===== config.mk =====
export PLATFORM = sky130hd
export DESIGN_NAME = ir_text_tokenizer_top
export DESIGN_NICKNAME = d
export VERILOG_FILES = /design/src/rtl/irtok_pkg.sv /design/src/rtl/irtok_front.sv /design/src/rtl/irtok_back.sv /design/src/rtl/ir_text_tokenizer_top.sv
export SDC_FILE = /design/constraint.sdc
export NUM_CORES = 2
export LEC_CHECK = 0
export BUFFER_PORTS_ARGS = -buffer_cell sky130_fd_sc_hd__buf_2
export CAP_MARGIN = 20
export CORE_UTILIZATION = 60
export CTS_BUF_LIST = sky130_fd_sc_hd__clkbuf_8
export DETAILED_ROUTE_END_ITERATION = 16
export PLACE_DENSITY = 0.77
export SLEW_MARGIN = 20
export SYNTH_ARGS = -nofsm -noshare
export SYNTH_HDL_FRONTEND = slang
export SYNTH_HIERARCHICAL = 1
export SYNTH_SLANG_ARGS = --single-unit

===== constraint.sdc =====
create_clock -name clk_i -period 41.6 [get_ports clk_i]
set_input_delay 4.16 -clock clk_i [delete_from_list [all_inputs] [get_ports clk_i]]
set_output_delay 4.16 -clock clk_i [all_outputs]
set_load 0.01 [all_outputs]

===== src/rtl/irtok_pkg.sv =====
// Shared types and constants for the IR text tokenizer.
`default_nettype none
package irtok_pkg;

  localparam int PosBits = 20;
  localparam logic [PosBits-1:0] PosMax = {PosBits{1'b1}};

  typedef logic [PosBits-1:0] pos_t;
  // Bit 8 set marks the end of input.
  typedef logic [8:0] char_t;
  localparam char_t EndMark = 9'h100;

  localparam logic [5:0] KEof     = 6'd0;
  localparam logic [5:0] KInvalid = 6'd1;
  localparam logic [5:0] KIdent   = 6'd25;
  localparam logic [5:0] KValue   = 6'd26;
  localparam logic [5:0] KSymbol  = 6'd27;
  localparam logic [5:0] KInt     = 6'd28;
  localparam logic [5:0] KFloat   = 6'd29;
  localparam logic [5:0] KString  = 6'd30;
  localparam logic [5:0] KArrow   = 6'd39;

  typedef struct packed {
    logic       kind;
    logic [7:0] byte_value;
  } in_t;

  typedef struct packed {
    logic [5:0]         token_kind;
    pos_t               start_line;
    pos_t               start_column;
    pos_t               token_length;
    logic signed [63:0] int_value;
    logic               last;
  } out_t;

  // Character queue between front and back.
  typedef struct packed {
    logic  valid;
    char_t ch;
  } cq_t;

endpackage
`default_nettype wire


===== src/rtl/irtok_front.sv =====
// Input front: accepts beats, maps the end flag to a character code, queues them.
`default_nettype none
module irtok_front (
  input  wire logic            clk_i,
  input  wire logic            rst_ni,
  input  wire logic            in_valid_i,
  output logic                 in_ready_o,
  input  wire irtok_pkg::in_t  in_data_i,
  output irtok_pkg::cq_t       cq_o,
  input  wire logic            cq_ready_i
);

  irtok_pkg::char_t mem_q [2];
  logic             wptr_q, rptr_q;
  logic [1:0]       cnt_q;
  logic             push, pop;
  irtok_pkg::char_t ch;

  assign ch = in_data_i.kind ? irtok_pkg::EndMark : {1'b0, in_data_i.byte_value};
  assign in_ready_o = (cnt_q != 2'd2);
  assign push = in_valid_i && in_ready_o;
  assign pop = cq_o.valid && cq_ready_i;
  assign cq_o.valid = (cnt_q != 2'd0);
  assign cq_o.ch = mem_q[rptr_q];

  always_ff @(posedge clk_i or negedge rst_ni) begin
    if (!rst_ni) begin
      wptr_q <= 1'b0;
      rptr_q <= 1'b0;
      cnt_q  <= 2'd0;
    end else begin
      if (push) wptr_q <= ~wptr_q;
      if (pop) rptr_q <= ~rptr_q;
      cnt_q <= cnt_q + 2'(push) - 2'(pop);
    end
  end

  always_ff @(posedge clk_i) begin
    if (push) mem_q[wptr_q] <= ch;
  end

endmodule
`default_nettype wire


===== src/rtl/irtok_back.sv =====
// Scanner back end: work stack, lookahead, token state and output staging.
`default_nettype none
module irtok_back (
  input  wire logic            clk_i,
  input  wire logic            rst_ni,
  input  wire irtok_pkg::cq_t  cq_i,
  output logic                 cq_ready_o,
  output logic                 out_valid_o,
  input  wire logic            out_ready_i,
  output irtok_pkg::out_t      out_data_o
);

  typedef enum logic [4:0] {
    M_IDLE, M_COMMENT, M_SLASH, M_MINUS, M_MINUS_I, M_MINUS_IN, M_MINUS_N,
    M_MINUS_NA, M_MINUS_DOT, M_INF_TAIL, M_VALUE, M_SYMBOL, M_WORD, M_STRING,
    M_STRING_ESC, M_NUM_ZERO, M_NUM_DEC, M_NUM_DEC_EXP, M_NUM_HEX, M_NUM_HEX_EXP
  } mode_e;

  typedef struct packed {
    irtok_pkg::pos_t line;
    irtok_pkg::pos_t col;
    irtok_pkg::pos_t len;
  } cursor_t;

  typedef struct packed {
    logic [5:0]  kind;
    logic [4:0]  len;
    logic [95:0] text;
  } kw_t;

  localparam int KwChars = 12;
  localparam int LaDepth = 16;
  localparam int StackDepth = LaDepth + 2;
  localparam int KwNum = 26;
  localparam logic [63:0] MagLimit = 64'h8000_0000_0000_0000;

  localparam kw_t KwTable [KwNum] = '{
    '{6'd29, 5'd3, 96'("nan")}, '{6'd29, 5'd3, 96'("inf")},
    '{6'd29, 5'd8, 96'("infinity")}, '{6'd2, 5'd4, 96'("func")},
    '{6'd3, 5'd6, 96'("extern")}, '{6'd4, 5'd6, 96'("module")},
    '{6'd5, 5'd12, 96'("resume_table")}, '{6'd6, 5'd5, 96'("entry")},
    '{6'd7, 5'd3, 96'("ret")}, '{6'd8, 5'd2, 96'("br")},
    '{6'd9, 5'd5, 96'("br_if")}, '{6'd10, 5'd5, 96'("guard")},
    '{6'd11, 5'd12, 96'("resume_point")}, '{6'd12, 5'd9, 96'("safepoint")},
    '{6'd13, 5'd11, 96'("unreachable")}, '{6'd14, 5'd3, 96'("i32")},
    '{6'd15, 5'd3, 96'("i64")}, '{6'd16, 5'd3, 96'("f32")},
    '{6'd17, 5'd3, 96'("f64")}, '{6'd18, 5'd3, 96'("ptr")},
    '{6'd19, 5'd5, 96'("gcref")}, '{6'd20, 5'd4, 96'("void")},
    '{6'd21, 5'd5, 96'("f32x4")}, '{6'd22, 5'd5, 96'("f64x2")},
    '{6'd23, 5'd5, 96'("i32x4")}, '{6'd24, 5'd5, 96'("i64x2")}
  };

  localparam logic [39:0] InfTail = "inity";

  function automatic logic isc(irtok_pkg::char_t c, logic [7:0] x);
    return !c[8] && (c[7:0] == x);
  endfunction

  function automatic logic is_digit(irtok_pkg::char_t c);
    return !c[8] && c[7:0] >= "0" && c[7:0] <= "9";
  endfunction

  function automatic logic is_alpha(irtok_pkg::char_t c);
    return !c[8] && ((c[7:0] >= "a" && c[7:0] <= "z") || (c[7:0] >= "A" && c[7:0] <= "Z"));
  endfunction

  function automatic logic is_word(irtok_pkg::char_t c);
    return is_alpha(c) || is_digit(c) || isc(c, "_") || isc(c, ".");
  endfunction

  function automatic logic [4:0] hex_val(irtok_pkg::char_t c);
    logic [4:0] r;
    r = 5'd16;
    if (is_digit(c)) r = 5'(c[7:0] - 8'h30);
    else if (!c[8] && c[7:0] >= "a" && c[7:0] <= "f") r = 5'(c[7:0] - 8'h57);
    else if (!c[8] && c[7:0] >= "A" && c[7:0] <= "F") r = 5'(c[7:0] - 8'h37);
    return r;
  endfunction

  function automatic logic [5:0] punct(irtok_pkg::char_t c);
    logic [5:0] k;
    k = 6'd0;
    if (!c[8]) begin
      case (c[7:0])
        "(": k = 6'd31;
        ")": k = 6'd32;
        "{": k = 6'd33;
        "}": k = 6'd34;
        "[": k = 6'd35;
        "]": k = 6'd36;
        ",": k = 6'd37;
        ":": k = 6'd38;
        "=": k = 6'd40;
        default: k = 6'd0;
      endcase
    end
    return k;
  endfunction

  function automatic irtok_pkg::pos_t sat_add(irtok_pkg::pos_t a, logic [4:0] n);
    logic [irtok_pkg::PosBits:0] s;
    s = {1'b0, a} + (irtok_pkg::PosBits+1)'(n);
    return (s > (irtok_pkg::PosBits+1)'(irtok_pkg::PosMax)) ? irtok_pkg::PosMax
                                                            : s[irtok_pkg::PosBits-1:0];
  endfunction

  // Advance the cursor by n non-LF characters, or by one LF; optionally count length.
  function automatic cursor_t adv(cursor_t p, logic lf, logic [4:0] n, logic tk);
    cursor_t r;
    r = p;
    if (lf) begin
      r.line = sat_add(p.line, 5'd1);
      r.col = irtok_pkg::pos_t'(1);
    end else begin
      r.col = sat_add(p.col, n);
    end
    if (tk) r.len = sat_add(p.len, n);
    return r;
  endfunction

  // Returns {over, acc}.
  function automatic logic [64:0] accum(logic [63:0] acc, logic over, logic [3:0] d,
                                        logic hex);
    logic [67:0] prod, sum;
    logic [64:0] r;
    r = {over, acc};
    if (!over) begin
      prod = hex ? {acc, 4'b0} : ({1'b0, acc, 3'b0} + {3'b0, acc, 1'b0});
      sum = prod + 68'(d);
      if (sum > 68'(MagLimit)) r = {1'b1, MagLimit};
      else r = {1'b0, sum[63:0]};
    end
    return r;
  endfunction

  function automatic logic [5:0] classify(logic [7:0] w [KwChars], logic [4:0] n);
    logic [5:0] k;
    logic       found, m;
    int         idx;
    k = irtok_pkg::KIdent;
    found = 1'b0;
    for (int e = 0; e < KwNum; e++) begin
      m = (n == KwTable[e].len);
      for (int i = 0; i < KwChars; i++) begin
        idx = int'(KwTable[e].len) - 1 - i;
        if (i < int'(KwTable[e].len) && w[i] != KwTable[e].text[8*idx +: 8]) m = 1'b0;
      end
      if (m && !found) begin
        k = KwTable[e].kind;
        found = 1'b1;
      end
    end
    return k;
  endfunction

  mode_e            mode_q, mode_d;
  logic [7:0]       la_q [LaDepth];
  logic [7:0]       la_d [LaDepth];
  logic [4:0]       lacnt_q, lacnt_d;
  logic [7:0]       word_q [KwChars];
  logic [7:0]       word_d [KwChars];
  logic [4:0]       wcnt_q, wcnt_d;
  cursor_t          cur_q, cur_d;
  irtok_pkg::pos_t  tline_q, tline_d, tcol_q, tcol_d;
  logic [63:0]      acc_q, acc_d;
  logic             fneg_q, fneg_d, ffloat_q, ffloat_d, fover_q, fover_d;
  irtok_pkg::char_t stk_q [StackDepth];
  irtok_pkg::char_t stk_d [StackDepth];
  logic [4:0]       top_q, top_d;
  logic             rep_q, rep_d;
  logic [4:0]       ridx_q, ridx_d;
  logic             rfrom_q, rfrom_d;
  irtok_pkg::out_t  pend_q, pend_d, out_q, out_d;
  logic             pend_v_q, pend_v_d, out_v_q, out_v_d;

  irtok_pkg::char_t c;
  logic             out_free, emit_v, emit_eof;
  logic [5:0]       emit_kind;
  logic [63:0]      emit_val;
  logic [64:0]      acc_r;
  logic [4:0]       hv;
  logic [5:0]       pk;
  logic [7:0]       tail_ch;
  logic             rfrom;
  irtok_pkg::out_t  tok;

  assign out_valid_o = out_v_q;
  assign out_data_o = out_q;
  assign out_free = !out_v_q || out_ready_i;

  always_comb begin
    mode_d = mode_q;
    la_d = la_q;
    lacnt_d = lacnt_q;
    word_d = word_q;
    wcnt_d = wcnt_q;
    cur_d = cur_q;
    tline_d = tline_q;
    tcol_d = tcol_q;
    acc_d = acc_q;
    fneg_d = fneg_q;
    ffloat_d = ffloat_q;
    fover_d = fover_q;
    stk_d = stk_q;
    top_d = top_q;
    rep_d = rep_q;
    ridx_d = ridx_q;
    rfrom_d = rfrom_q;
    pend_d = pend_q;
    pend_v_d = pend_v_q;
    out_d = out_q;
    out_v_d = out_v_q && !out_ready_i;
    cq_ready_o = 1'b0;
    emit_v = 1'b0;
    emit_eof = 1'b0;
    emit_kind = irtok_pkg::KEof;
    emit_val = 64'd0;
    c = stk_q[top_q - 5'd1];
    acc_r = '0;
    hv = '0;
    pk = '0;
    tail_ch = '0;
    rfrom = 1'b0;
    tok = '0;

    if (rep_q) begin
      // Push held bytes back, newest first, so the oldest is scanned first.
      if (top_d < 5'(StackDepth)) begin
        stk_d[top_d] = {1'b0, la_q[4'(ridx_q - 5'd1)]};
        top_d = top_d + 5'd1;
      end
      ridx_d = ridx_q - 5'd1;
      if (ridx_d == 5'(rfrom_q)) rep_d = 1'b0;
    end else if (top_q != 5'd0) begin
      if (!pend_v_q || out_free) begin
        top_d = top_q - 5'd1;
        // Each arm handles one scan mode or a group of modes; a push re-queues c for rescanning.
        case (mode_q)
          M_COMMENT: begin
            if (isc(c, 8'h0A) || c[8]) begin
              mode_d = M_IDLE;
              stk_d[top_d] = c; top_d = top_d + 5'd1;
            end else cur_d = adv(cur_d, 1'b0, 5'd1, 1'b0);
          end
          M_SLASH: begin
            cur_d = adv(cur_d, 1'b0, lacnt_d, 1'b1);
            lacnt_d = '0;
            if (isc(c, "/")) begin
              cur_d = adv(cur_d, 1'b0, 5'd1, 1'b1);
              mode_d = M_COMMENT;
            end else begin
              emit_v = 1'b1; emit_kind = irtok_pkg::KInvalid;
              mode_d = M_IDLE;
              stk_d[top_d] = c; top_d = top_d + 5'd1;
            end
          end
          M_MINUS, M_MINUS_I, M_MINUS_IN, M_MINUS_N, M_MINUS_NA, M_MINUS_DOT: begin
            rfrom = 1'b0;
            if (mode_q == M_MINUS && isc(c, ">")) begin
              cur_d = adv(cur_d, 1'b0, lacnt_d + 5'd1, 1'b1);
              lacnt_d = '0;
              emit_v = 1'b1; emit_kind = irtok_pkg::KArrow;
              mode_d = M_IDLE;
            end else if (mode_q == M_MINUS && is_digit(c)) begin
              cur_d = adv(cur_d, 1'b0, lacnt_d + 5'd1, 1'b1);
              lacnt_d = '0;
              fneg_d = 1'b1;
              acc_r = accum(acc_d, fover_d, 4'(c[7:0] - 8'h30), 1'b0);
              fover_d = acc_r[64]; acc_d = acc_r[63:0];
              mode_d = isc(c, "0") ? M_NUM_ZERO : M_NUM_DEC;
            end else if ((mode_q == M_MINUS && (isc(c, "i") || isc(c, "n") || isc(c, ".")))
                         || (mode_q == M_MINUS_I && isc(c, "n"))
                         || (mode_q == M_MINUS_N && isc(c, "a"))) begin
              if (lacnt_d < 5'(LaDepth)) begin
                la_d[4'(lacnt_d)] = c[7:0]; lacnt_d = lacnt_d + 5'd1;
              end
              if (mode_q == M_MINUS_I) mode_d = M_MINUS_IN;
              else if (mode_q == M_MINUS_N) mode_d = M_MINUS_NA;
              else if (isc(c, "i")) mode_d = M_MINUS_I;
              else if (isc(c, "n")) mode_d = M_MINUS_N;
              else mode_d = M_MINUS_DOT;
            end else if (mode_q == M_MINUS_IN && isc(c, "f")) begin
              cur_d = adv(cur_d, 1'b0, lacnt_d + 5'd1, 1'b1);
              lacnt_d = '0;
              mode_d = M_INF_TAIL;
            end else if (mode_q == M_MINUS_NA && isc(c, "n")) begin
              cur_d = adv(cur_d, 1'b0, lacnt_d + 5'd1, 1'b1);
              lacnt_d = '0;
              emit_v = 1'b1; emit_kind = irtok_pkg::KFloat;
              mode_d = M_IDLE;
            end else if (mode_q == M_MINUS_DOT && is_digit(c)) begin
              cur_d = adv(cur_d, 1'b0, lacnt_d, 1'b1);
              lacnt_d = '0;
              fneg_d = 1'b1; ffloat_d = 1'b1;
              mode_d = M_NUM_DEC;
              stk_d[top_d] = c; top_d = top_d + 5'd1;
            end else begin
              // Failed match: the minus alone is invalid, rescan the rest.
              cur_d = adv(cur_d, 1'b0, 5'd1, 1'b1);
              emit_v = 1'b1; emit_kind = irtok_pkg::KInvalid;
              mode_d = M_IDLE;
              rfrom = 1'b1;
              if (top_d < 5'(StackDepth)) begin
                stk_d[top_d] = c; top_d = top_d + 5'd1;
              end
              if (lacnt_d > 5'd1) begin
                rep_d = 1'b1; ridx_d = lacnt_d; rfrom_d = rfrom;
              end
              lacnt_d = '0;
            end
          end
          M_INF_TAIL: begin
            case (lacnt_d)
              5'd0: tail_ch = InfTail[39:32];
              5'd1: tail_ch = InfTail[31:24];
              5'd2: tail_ch = InfTail[23:16];
              5'd3: tail_ch = InfTail[15:8];
              default: tail_ch = InfTail[7:0];
            endcase
            if (lacnt_d < 5'd5 && isc(c, tail_ch)) begin
              if (lacnt_d == 5'd4) begin
                cur_d = adv(cur_d, 1'b0, lacnt_d + 5'd1, 1'b1);
                lacnt_d = '0;
                emit_v = 1'b1; emit_kind = irtok_pkg::KFloat;
                mode_d = M_IDLE;
              end else begin
                la_d[4'(lacnt_d)] = c[7:0]; lacnt_d = lacnt_d + 5'd1;
              end
            end else begin
              emit_v = 1'b1; emit_kind = irtok_pkg::KFloat;
              mode_d = M_IDLE;
              if (top_d < 5'(StackDepth)) begin
                stk_d[top_d] = c; top_d = top_d + 5'd1;
              end
              if (lacnt_d > 5'd0) begin
                rep_d = 1'b1; ridx_d = lacnt_d; rfrom_d = 1'b0;
              end
              lacnt_d = '0;
            end
          end
          M_VALUE, M_SYMBOL: begin
            if (is_word(c) || (mode_q == M_SYMBOL && isc(c, "-"))) begin
              cur_d = adv(cur_d, 1'b0, 5'd1, 1'b1);
            end else begin
              emit_v = 1'b1;
              emit_kind = (mode_q == M_VALUE) ? irtok_pkg::KValue : irtok_pkg::KSymbol;
              mode_d = M_IDLE;
              stk_d[top_d] = c; top_d = top_d + 5'd1;
            end
          end
          M_WORD: begin
            if (is_word(c)) begin
              cur_d = adv(cur_d, 1'b0, 5'd1, 1'b1);
              if (wcnt_d < 5'(KwChars)) word_d[4'(wcnt_d)] = c[7:0];
              if (wcnt_d <= 5'(KwChars)) wcnt_d = wcnt_d + 5'd1;
            end else begin
              emit_v = 1'b1;
              emit_kind = (wcnt_q > 5'(KwChars)) ? irtok_pkg::KIdent : classify(word_q, wcnt_q);
              mode_d = M_IDLE;
              stk_d[top_d] = c; top_d = top_d + 5'd1;
            end
          end
          M_STRING, M_STRING_ESC: begin
            if (c[8]) begin
              emit_v = 1'b1; emit_kind = irtok_pkg::KString;
              mode_d = M_IDLE;
              stk_d[top_d] = c; top_d = top_d + 5'd1;
            end else if (mode_q == M_STRING && isc(c, 8'h22)) begin
              cur_d = adv(cur_d, 1'b0, 5'd1, 1'b1);
              emit_v = 1'b1; emit_kind = irtok_pkg::KString;
              mode_d = M_IDLE;
            end else begin
              cur_d = adv(cur_d, isc(c, 8'h0A), 5'd1, 1'b1);
              if (mode_q == M_STRING_ESC) mode_d = M_STRING;
              else if (isc(c, 8'h5C)) mode_d = M_STRING_ESC;
            end
          end
          M_NUM_ZERO: begin
            if (isc(c, "x") || isc(c, "X")) begin
              cur_d = adv(cur_d, 1'b0, 5'd1, 1'b1);
              mode_d = M_NUM_HEX;
            end else begin
              mode_d = M_NUM_DEC;
              stk_d[top_d] = c; top_d = top_d + 5'd1;
            end
          end
          M_NUM_DEC, M_NUM_HEX: begin
            hv = hex_val(c);
            if ((mode_q == M_NUM_DEC && is_digit(c)) || (mode_q == M_NUM_HEX && hv < 5'd16))
            begin
              cur_d = adv(cur_d, 1'b0, 5'd1, 1'b1);
              acc_r = accum(acc_d, fover_d, hv[3:0], mode_q == M_NUM_HEX);
              fover_d = acc_r[64]; acc_d = acc_r[63:0];
            end else if (isc(c, ".")) begin
              cur_d = adv(cur_d, 1'b0, 5'd1, 1'b1);
              ffloat_d = 1'b1;
            end else if (mode_q == M_NUM_DEC && (isc(c, "e") || isc(c, "E"))) begin
              cur_d = adv(cur_d, 1'b0, 5'd1, 1'b1);
              ffloat_d = 1'b1; mode_d = M_NUM_DEC_EXP;
            end else if (mode_q == M_NUM_HEX && (isc(c, "p") || isc(c, "P"))) begin
              cur_d = adv(cur_d, 1'b0, 5'd1, 1'b1);
              ffloat_d = 1'b1; mode_d = M_NUM_HEX_EXP;
            end else begin
              emit_v = 1'b1;
              if (ffloat_q) emit_kind = irtok_pkg::KFloat;
              else begin
                emit_kind = irtok_pkg::KInt;
                if (fneg_q) emit_val = fover_q ? MagLimit : (64'd0 - acc_q);
                else emit_val = (fover_q || acc_q > MagLimit - 64'd1) ? MagLimit - 64'd1
                                                                      : acc_q;
              end
              mode_d = M_IDLE;
              stk_d[top_d] = c; top_d = top_d + 5'd1;
            end
          end
          M_NUM_DEC_EXP, M_NUM_HEX_EXP: begin
            if (isc(c, "+") || isc(c, "-")) cur_d = adv(cur_d, 1'b0, 5'd1, 1'b1);
            else begin
              stk_d[top_d] = c; top_d = top_d + 5'd1;
            end
            mode_d = (mode_q == M_NUM_DEC_EXP) ? M_NUM_DEC : M_NUM_HEX;
          end
          default: begin
            mode_d = M_IDLE;
            pk = punct(c);
            if (c[8]) begin
              emit_v = 1'b1; emit_eof = 1'b1; emit_kind = irtok_pkg::KEof;
              lacnt_d = '0; wcnt_d = '0;
              cur_d.line = irtok_pkg::pos_t'(1);
              cur_d.col = irtok_pkg::pos_t'(1);
              cur_d.len = '0;
              tline_d = irtok_pkg::pos_t'(1);
              tcol_d = irtok_pkg::pos_t'(1);
              acc_d = '0; fneg_d = 1'b0; ffloat_d = 1'b0; fover_d = 1'b0;
            end else if (isc(c, " ") || isc(c, 8'h09) || isc(c, 8'h0D) || isc(c, 8'h0A)) begin
              cur_d = adv(cur_d, isc(c, 8'h0A), 5'd1, 1'b0);
            end else if (isc(c, ";")) begin
              cur_d = adv(cur_d, 1'b0, 5'd1, 1'b0);
              mode_d = M_COMMENT;
            end else begin
              // Open a new token here.
              tline_d = cur_d.line; tcol_d = cur_d.col; cur_d.len = '0;
              acc_d = '0; fneg_d = 1'b0; ffloat_d = 1'b0; fover_d = 1'b0;
              wcnt_d = '0; lacnt_d = '0;
              if (pk != 6'd0) begin
                cur_d = adv(cur_d, 1'b0, 5'd1, 1'b1);
                emit_v = 1'b1; emit_kind = pk;
              end else if (isc(c, "/") || isc(c, "-")) begin
                la_d[0] = c[7:0]; lacnt_d = 5'd1;
                mode_d = isc(c, "/") ? M_SLASH : M_MINUS;
              end else if (isc(c, "%") || isc(c, "@") || isc(c, 8'h22)) begin
                cur_d = adv(cur_d, 1'b0, 5'd1, 1'b1);
                mode_d = isc(c, "%") ? M_VALUE : (isc(c, "@") ? M_SYMBOL : M_STRING);
              end else if (is_digit(c)) begin
                cur_d = adv(cur_d, 1'b0, 5'd1, 1'b1);
                acc_r = accum(64'd0, 1'b0, 4'(c[7:0] - 8'h30), 1'b0);
                fover_d = acc_r[64]; acc_d = acc_r[63:0];
                mode_d = isc(c, "0") ? M_NUM_ZERO : M_NUM_DEC;
              end else if (is_alpha(c) || isc(c, "_")) begin
                cur_d = adv(cur_d, 1'b0, 5'd1, 1'b1);
                word_d[0] = c[7:0]; wcnt_d = 5'd1;
                mode_d = M_WORD;
              end else begin
                cur_d = adv(cur_d, 1'b0, 5'd1, 1'b1);
                emit_v = 1'b1; emit_kind = irtok_pkg::KInvalid;
              end
            end
          end
        endcase

        if (emit_v) begin
          tok.token_kind = emit_kind;
          tok.start_line = emit_eof ? cur_q.line : tline_d;
          tok.start_column = emit_eof ? cur_q.col : tcol_d;
          tok.token_length = emit_eof ? '0 : cur_d.len;
          tok.int_value = emit_val;
          tok.last = 1'b0;
          if (pend_v_q) begin
            out_d = pend_q; out_v_d = 1'b1;
          end
          pend_d = tok; pend_v_d = 1'b1;
        end
      end
    end else begin
      // Step done: release the held token as the last one, take the next character.
      if (!pend_v_q || out_free) begin
        if (pend_v_q) begin
          out_d = pend_q; out_d.last = 1'b1; out_v_d = 1'b1;
          pend_v_d = 1'b0;
        end
        cq_ready_o = 1'b1;
        if (cq_i.valid) begin
          stk_d[0] = cq_i.ch;
          top_d = 5'd1;
        end
      end
    end
  end

  always_ff @(posedge clk_i or negedge rst_ni) begin
    if (!rst_ni) begin
      mode_q <= M_IDLE;
      lacnt_q <= '0;
      wcnt_q <= '0;
      cur_q <= '{line: irtok_pkg::pos_t'(1), col: irtok_pkg::pos_t'(1), len: '0};
      tline_q <= irtok_pkg::pos_t'(1);
      tcol_q <= irtok_pkg::pos_t'(1);
      acc_q <= '0;
      fneg_q <= 1'b0;
      ffloat_q <= 1'b0;
      fover_q <= 1'b0;
      top_q <= '0;
      rep_q <= 1'b0;
      ridx_q <= '0;
      rfrom_q <= 1'b0;
      pend_v_q <= 1'b0;
      out_v_q <= 1'b0;
    end else begin
      mode_q <= mode_d;
      lacnt_q <= lacnt_d;
      wcnt_q <= wcnt_d;
      cur_q <= cur_d;
      tline_q <= tline_d;
      tcol_q <= tcol_d;
      acc_q <= acc_d;
      fneg_q <= fneg_d;
      ffloat_q <= ffloat_d;
      fover_q <= fover_d;
      top_q <= top_d;
      rep_q <= rep_d;
      ridx_q <= ridx_d;
      rfrom_q <= rfrom_d;
      pend_v_q <= pend_v_d;
      out_v_q <= out_v_d;
    end
  end

  always_ff @(posedge clk_i) begin
    la_q <= la_d;
    word_q <= word_d;
    stk_q <= stk_d;
    pend_q <= pend_d;
    out_q <= out_d;
  end

endmodule
`default_nettype wire


===== src/rtl/ir_text_tokenizer_top.sv =====
// Top level of the IR text tokenizer: front queue plus scanner back end.
//
//   channel  direction  handshake               payload
//   in       input      in_valid_i/in_ready_o   in_data_i  (irtok_pkg::in_t)
//   out      output     out_valid_o/out_ready_i out_data_o (irtok_pkg::out_t)
//
// The scanner first scans a plain byte, then closes the beat and loads the next
// byte. Every byte pushed back for rescanning is scanned again, as are the held
// bytes that a failed lookahead re-queues.
// Reset puts the scanner between tokens at line 1, column 1.
// A stalled output holds the scanner once a second token is ready; the
// two-entry input queue keeps accepting meanwhile until it is full.
`default_nettype none
module ir_text_tokenizer_top (
  input  wire logic            clk_i,
  input  wire logic            rst_ni,
  input  wire logic            in_valid_i,
  output logic                 in_ready_o,
  input  wire irtok_pkg::in_t  in_data_i,
  output logic                 out_valid_o,
  input  wire logic            out_ready_i,
  output irtok_pkg::out_t      out_data_o
);

  irtok_pkg::cq_t cq;
  logic           cq_ready;

  irtok_front u_front (
    .clk_i      (clk_i),
    .rst_ni     (rst_ni),
    .in_valid_i (in_valid_i),
    .in_ready_o (in_ready_o),
    .in_data_i  (in_data_i),
    .cq_o       (cq),
    .cq_ready_i (cq_ready)
  );

  irtok_back u_back (
    .clk_i       (clk_i),
    .rst_ni      (rst_ni),
    .cq_i        (cq),
    .cq_ready_o  (cq_ready),
    .out_valid_o (out_valid_o),
    .out_ready_i (out_ready_i),
    .out_data_o  (out_data_o)
  );

endmodule
`default_nettype wire

=== Word-level counts from Yosys, hierarchy flattened ===
Memory sizes are Yosys's and may differ from the RTL's.
Index checks and enable logic that the tools add are counted.

* Register bits: 847
* Logic and storage cells: 1,433
* Memories: 1
* Memory bits (writable): 18
* Output and inout port bits: 133

{| class="wikitable"
|+ Memory list
! memory !! depth !! bits a word !! rd ports !! clocked after Yosys merged registers in !! write ports !! line !! source
|-
| u_front.mem_q || 2 || 9 || 1 || 0 || 1 || irtok_front.sv:13 || <nowiki>irtok_pkg::char_t mem_q [2];</nowiki>
|}

* Equality and inequality tests: 251
* Muxes and demuxes: 831
* Bitwise operators: 22
* Add/sub/neg operators: 24
* Order comparisons: 40
* Reduce and logical (&&, ||, !) cells: 186

{| class="wikitable"
|+ Operator list
! operator !! count
|-
| $mux 162 || 22
|-
| $pmux 162 s10 || 1
|-
| $mux 60 || 15
|-
| $mux 64 || 13
|-
| $mux 131 || 6
|-
| $mux 128 || 6
|-
| $mux 5 || 121
|-
| $pmux 60 s10 || 1
|-
| $mux 20 || 29
|-
| $ne 8x7->1 const B || 72
|-
| $mux 1 || 509
|-
| $mux 40 || 10
|-
| $mux 65 || 5
|-
| $bwmux 162 || 2
|-
| $pmux 120 s2 || 1
|-
| $mux 96 || 2
|-
| $pmux 64 s3 || 1
|-
| $gt 21x20->1 const B || 9
|-
| $mux 8 || 21
|-
| $mux 153 || 1
|-
| $mux 6 || 24
|-
| $add 68x4->68 || 2
|-
| $eq 8x7->1 const B || 17
|-
| $gt 68x64->1 const B || 2
|-
| 103 further kinds || 462
|}

=== Logic depth before layout (Yosys ltp) ===
* Depth in word-level cells: 221
* Depth in mapped cells: 45
* Gate-level depth less buffers: 32

=== By module ===
Netlist, hierarchy kept.

{| class="wikitable"
|+ Modules (own cells, without submodules)
! module !! sequential area each (um^2) !! cells an instance !! area each (um^2) !! times used
|-
| irtok_back || 24,338.3 || 6,513 || 58,327.2 || 1
|-
| irtok_front || 640.6 || 58 || 930.9 || 1
|}

=== Worst setup path after synthesis ===
Ideal clock, no wire load.

* Path type: register to register
* From: reg u_back.top_q[0]
* To: reg u_back.out_q, in the netlist u_back/out_data_o[0], enable pin
* Path buffers: 12
* Period minus slack after synthesis: 13.270 ns
* Setup slack: 28.330 ns
* Stages on the path, launching flop included: 29
* Data arrival time: 12.647 ns
* Path through: dfrtp_1 -> buf_2 -> buf_2 -> buf_2 -> buf_2 -> buf_2 -> inv_1 -> ha_1 -> clkbuf_1 -> clkbuf_1 -> buf_1 -> clkbuf_1 -> mux4_2 -> a22oi_1 -> o211a_1 -> clkbuf_1 -> buf_1 -> inv_1 -> ha_1 -> clkbuf_1 -> inv_1 -> o21ai_0 -> nor3b_1 -> o41ai_1 -> a211oi_1 -> a31o_2 -> o41ai_1 -> a211o_1 -> nor2_1

* Cells in the longest elaborated chain, start to end: 25

{| class="wikitable"
|+ Ends and longest elaborated chain
! element !! line !! source
|-
| start, declared || irtok_back.sv:169 || <nowiki>logic [4:0] top_q, top_d;</nowiki>
|-
| start signal, assigned || irtok_back.sv:529 || <nowiki>top_q <= top_d;</nowiki>
|-
| $sub 5x1->5 (*) || irtok_back.sv:218 || <nowiki>c = stk_q[top_q - 5'd1];</nowiki>
|-
| $not 5->6 (not written as such) (*) || irtok_back.sv:218 ||
|-
| $bmux 9 s5 (*) || irtok_back.sv:218 ||
|-
| $mux 9 (not written as such) (*) (2 in series) || irtok_back.sv:218 ||
|-
| via u_back.c[1] || irtok_back.sv:176 || <nowiki>irtok_pkg::char_t c;</nowiki>
|-
| $ge 8x7->1 || irtok_back.sv:64, irtok_back.sv:76 ||
|-
| $logic_and 1x1->1 (2 in series) || irtok_back.sv:76 || <nowiki>else if (!c[8] && c[7:0] >= "A" && c[7:0] <= "F") r = 5'(c[7:0] - 8'h37);</nowiki>
|-
| $mux 5 || irtok_back.sv:76 ||
|-
| [8 not listed] || n/a ||
|-
| $logic_or 1x1->1 || irtok_back.sv:389 || <nowiki>if ((mode_q == M_NUM_DEC && is_digit(c)) || (mode_q == M_NUM_HEX && hv < 5'd16))</nowiki>
|-
| $mux 1 || irtok_back.sv:389 ||
|-
| $pmux 1 s8 (*) || irtok_back.sv:238 || <nowiki>case (mode_q)</nowiki>
|-
| $mux 1 (*) || irtok_back.sv:235 || <nowiki>if (!pend_v_q || out_free) begin</nowiki>
|-
| $mux 1 (*) || irtok_back.sv:234 || <nowiki>end else if (top_q != 5'd0) begin</nowiki>
|-
| $mux 1 (*) || irtok_back.sv:226 || <nowiki>if (rep_q) begin</nowiki>
|-
| $ne 2x2->1 (no source line) (*) || n/a ||
|-
| $reduce_and 4->1 (no source line) (*) || n/a ||
|-
| end signal, assigned || irtok_back.sv:543 || <nowiki>out_q <= out_d;</nowiki>
|-
| end, declared || irtok_back.sv:173 || <nowiki>irtok_pkg::out_t pend_q, pend_d, out_q, out_d;</nowiki>
|}

Mark *: on every way through the listed nets, which the timed path passes. The rest lies on a longest branch. The select of a mux whose other input is x is not followed.
A chain may end at the register's enable or synchronous reset.

=== Final worst setup path ===
* From: reg u_back.top_q[0]
* To: reg u_back.fover_q

* Cells in the longest elaborated chain, start to end: 21

{| class="wikitable"
|+ Ends and longest elaborated chain
! element !! line !! source
|-
| $sub 5x1->5 (*) || irtok_back.sv:218 ||
|-
| $not 5->6 (not written as such) (*) || irtok_back.sv:218 ||
|-
| $bmux 9 s5 (*) || irtok_back.sv:218 ||
|-
| $mux 9 (not written as such) (*) (2 in series) || irtok_back.sv:218 ||
|-
| via u_back.c[7] || irtok_back.sv:176 ||
|-
| $ge 8x7->1 || irtok_back.sv:76 ||
|-
| $logic_and 1x1->1 (2 in series) || irtok_back.sv:76 ||
|-
| $mux 5 || irtok_back.sv:76 ||
|-
| [4 not listed] || n/a ||
|-
| $mux 5 || irtok_back.sv:234 ||
|-
| $mux 5 || irtok_back.sv:226 ||
|-
| $add 68x4->68 || irtok_back.sv:129 || <nowiki>sum = prod + 68'(d);</nowiki>
|-
| $gt 68x64->1 || irtok_back.sv:130 || <nowiki>if (sum > 68'(MagLimit)) r = {1'b1, MagLimit};</nowiki>
|-
| $mux 65 || irtok_back.sv:130 ||
|-
| $mux 65 || irtok_back.sv:127 || <nowiki>if (!over) begin</nowiki>
|-
| $mux 1 || irtok_back.sv:389 ||
|-
| $pmux 1 s3 || irtok_back.sv:238 ||
|-
| end signal, assigned || irtok_back.sv:528 || <nowiki>fover_q <= fover_d;</nowiki>
|-
| end, declared || irtok_back.sv:166 || <nowiki>logic fneg_q, fneg_d, ffloat_q, ffloat_d, fover_q, fover_d;</nowiki>
|}

Marked as above.

==> flow_summary_export.csv <==
group,metric,value,unit
drt,viasPerCell,7.07,
yosys,synth_edf_count,665,
cells_and_area,area_delta_synth_final,7.47,%
hold_path,hold_path_class,"flop to flop",
worst_setup_path,crit_arrival,11.25,ns
clocking,cts_resized,0,
worst_setup_path,cp-start-kind,"flop",
drt,via_count,56041,
sta,setup_viol,0,
clocking,cts_tree,"built",
yosys,yosys-top-cells-area,"edfxtp_1 (34%), dfrtp_1 (8.3%), nor2_1 (4.9%)",
clocking,clkTransAtPathRegs,0.06,ns
worst_setup_path,crit_type,"flop to flop",
sta,rsz0062_at_grt,"no",
clocking,cts_setup_buffers,0,
clocking,cts_buffer_depth,3,
place,place.gp.congestion,1.07,
sta,holdWs,0.381,ns
sta,max_freq,0.0953,GHz
yosys,synth_cell_type_count,114,
cells_and_area,ff_latch_area,25000,um^2
place,port_buffers,145,
drt,firstDrtPassIters,10,
yosys,ys_warn_count,6,
yosys,synth.most_common_cell,"nor2_1",
worst_setup_path,slowest_stage,"nor4_1",
sta,maxSlewViolCount,0,
sta,finalClockSkew,0.0484,ns
sta,post-route-min-period,10.49,ns
yosys,synth_area_leader_cell,"edfxtp_1",
cells_and_area,multi_input_area,32300,um^2
floorplan,die-area,100000,um^2
floorplan,die_w,316,um
yosys,yosys-top-cells-count,"nor2_1 (781), nand2_1 (691), edfxtp_1 (665)",
floorplan,num_io_pins,146,
floorplan,initial_core_util,60.9,%
place,placed_cell_area,60800,um^2
global_routing,grt-ovfl-total,0,
sta,slew_headroom,17.1,%
sta,finalCritPeriodShare,25.2,%
sta,hold_viol_final,0,
cells_and_area,fillers,8050,
drt,drt-initial-drc-count,7915,
clocking,root_buffer,"clkbuf_8",
worst_setup_path,cp_data_required_time,42.36,ns
clocking,clkLatencyLatePin,0.89,ns
clocking,cts-hold-fix-buffers,0,
place,dp_hpwl,149000,um
drt,routed_wl,209000,um
drt,ant_nets,0,
clocking,cts_max_level,4,
clocking,cts.sinks,865,
flow_run,drv_cap,0,
yosys,synth_top_area_share,33.7,%
yosys,syn_nets,6711,
drt,wl_per_cell,26.4,um
yosys,syn_area_per_cell,9.02,um^2
floorplan,fp-row-count,114,
yosys,ys_seq_area_share,42.2,%
yosys,syn-cell-area,59300,um^2
yosys,synth_top_flop_cell,"edfxtp_1",
yosys,async_flop_share,23.1,%
sta,tightest_slew,1.24,ns
sta,fin_setup_tns,0,ns
global_routing,first_global_vias,51696,
run_status,status,"finished, final reports clean",
global_routing,grt_pass1_wl,314000,um
worst_setup_path,worst_path_largest_cell_delay,0.75,ns
floorplan,die_h,316,um
clocking,cts_buffers,146,
yosys,syn_inst,6571,
cells_and_area,nNetsFinal,6666,
floorplan,coreArea,97300,um^2
cells_and_area,drive_above_1_share,11.3,%
drt,drc,0,
global_routing,grt_max_degree,96,
global_routing,antenna_found_initial,3,
worst_setup_path,endpoint_kind,"flop",
yosys,synth-seq-cells,865,
worst_setup_path,cp_max_fo,46,
cells_and_area,fin_area,63700,um^2
global_routing,grt_usage,40.8,%
-- final cells by class --
| class | count | share of cell area [%] |
|---|---|---|
| multi-input cells | 5155 | 50.7 |
| flip-flops and latches | 865 | 39.2 |
| clock buffers | 153 | 3.31 |
| well taps | 1276 | 2.51 |
| repair buffers | 256 | 2.50 |
| clock inverters | 112 | 1.13 |
| inverters | 102 | 0.601 |
| diodes | 5 | 0.0196 |
-- logic make-up (layout without fill, tap and decap cells) --
kind of cell	Yosys count	count (layout)	synth area share (%)
AOI/OAI and AO/OA	1855	1855	19.8
DFF	865	865	42.2
buffers and inverters	551	623	3.68
adders and majority gates	127	127	2.77
other	0	5	0
muxes	202	202	5.01
and+or+nand+nor	2688	2688	22.4
xor gates and xnor gates	283	283	4.18
-- final timing paths --
path	start	endpoint	slack, ns	cells after the start
worst max-delay path	u_back/top_q[0]	u_back/fover_q	31.11	29
worst min-delay path	u_back/pend_q[130]	u_back/out_data_o[130]	0.38	0
worst max register to register	u_back/top_q[0]	u_back/fover_q	31.11	29
worst min register to register	u_back/pend_q[130]	u_back/out_data_o[130]	0.38	0
max in group asynchronous	rst_ni	u_back/tcol_q[6]	36.82	2
min in group asynchronous	rst_ni	u_back/acc_q[45]	3.34	1
-- critical path, delay by kind of cell, from the launching register on --
family	cells	cell delay, ns
flops	1	0.69
fa+ha+maj	2	0.57
compound gates	10	2.30
xor+xnor	1	0.19
buf+inv	3	1.23
simple gates	13	5.34
-- through the flow --
| stage | setup WS [ns] | instances | utilization (%) |
|---|---|---|---|
| floorplan | 28.33 | 6571 | - |
| finish | 31.11 | 7924 | 65.5 |
| global route | 30.58 | 7921 | 65.5 |
| CTS | 31.33 | 7917 | 65.4 |
| global placement | 31.55 | 7651 | 62.5 |
| detailed placement | 31.34 | 7652 | 62.5 |
-- registers in the layout, summed over array words and instances, names as in the netlist, 18 cells and up --
signal,cells
u_back/out_data_o,131
u_back/pend_q,130
u_back/tcol_q,20
u_back/acc_q,64
u_back/la_q,128
u_front/mem_q,18
u_back/word_q,96
u_back/stk_q,162
u_back/cur_q,60
u_back/tline_q,20
-- layer usage --
metal  vias up  wire length, um  global-route usage, %
met5         -              151                  0.900
met4         4            10000                   18.5
met3       703            23600                   9.71
met2      3791            92300                   62.2
met1     26768            83200                   55.3
li1      24775                -                      -
-- layout by cell type (no fill, tap or decap), types with 22 or more instances in the layout --
master / n
a211oi_1: 50
a21o_1: 51
a21oi_1: 526
a221oi_1: 29
a22o_1: 45
a31oi_1: 141
and2_1: 59
and3_1: 70
and4_1: 25
buf_2: 144
buf_4: 108
clkbuf_8: 153
dfrtp_1: 191
edfxtp_1: 665
ha_1: 119
inv_1: 158
mux2_2: 77
mux2i_1: 57
mux4_2: 68
nand2_1: 689
nand2b_1: 63
nand3_1: 237
nand3b_1: 30
nand4_1: 137
nand4b_1: 23
nor2_1: 775
nor2b_1: 52
nor3_1: 180
nor4_1: 83
o211ai_1: 38
o21a_1: 38
o21ai_0: 371
o21ai_1: 27
o21bai_1: 22
o22ai_1: 207
or2_2: 29
or3_1: 71
or4_1: 30
xnor2_1: 197
xor2_1: 86
Power is left out: the tool's default activity adds up to more than one toggle a clock period on the data nets, which glitch-free logic cannot reach.
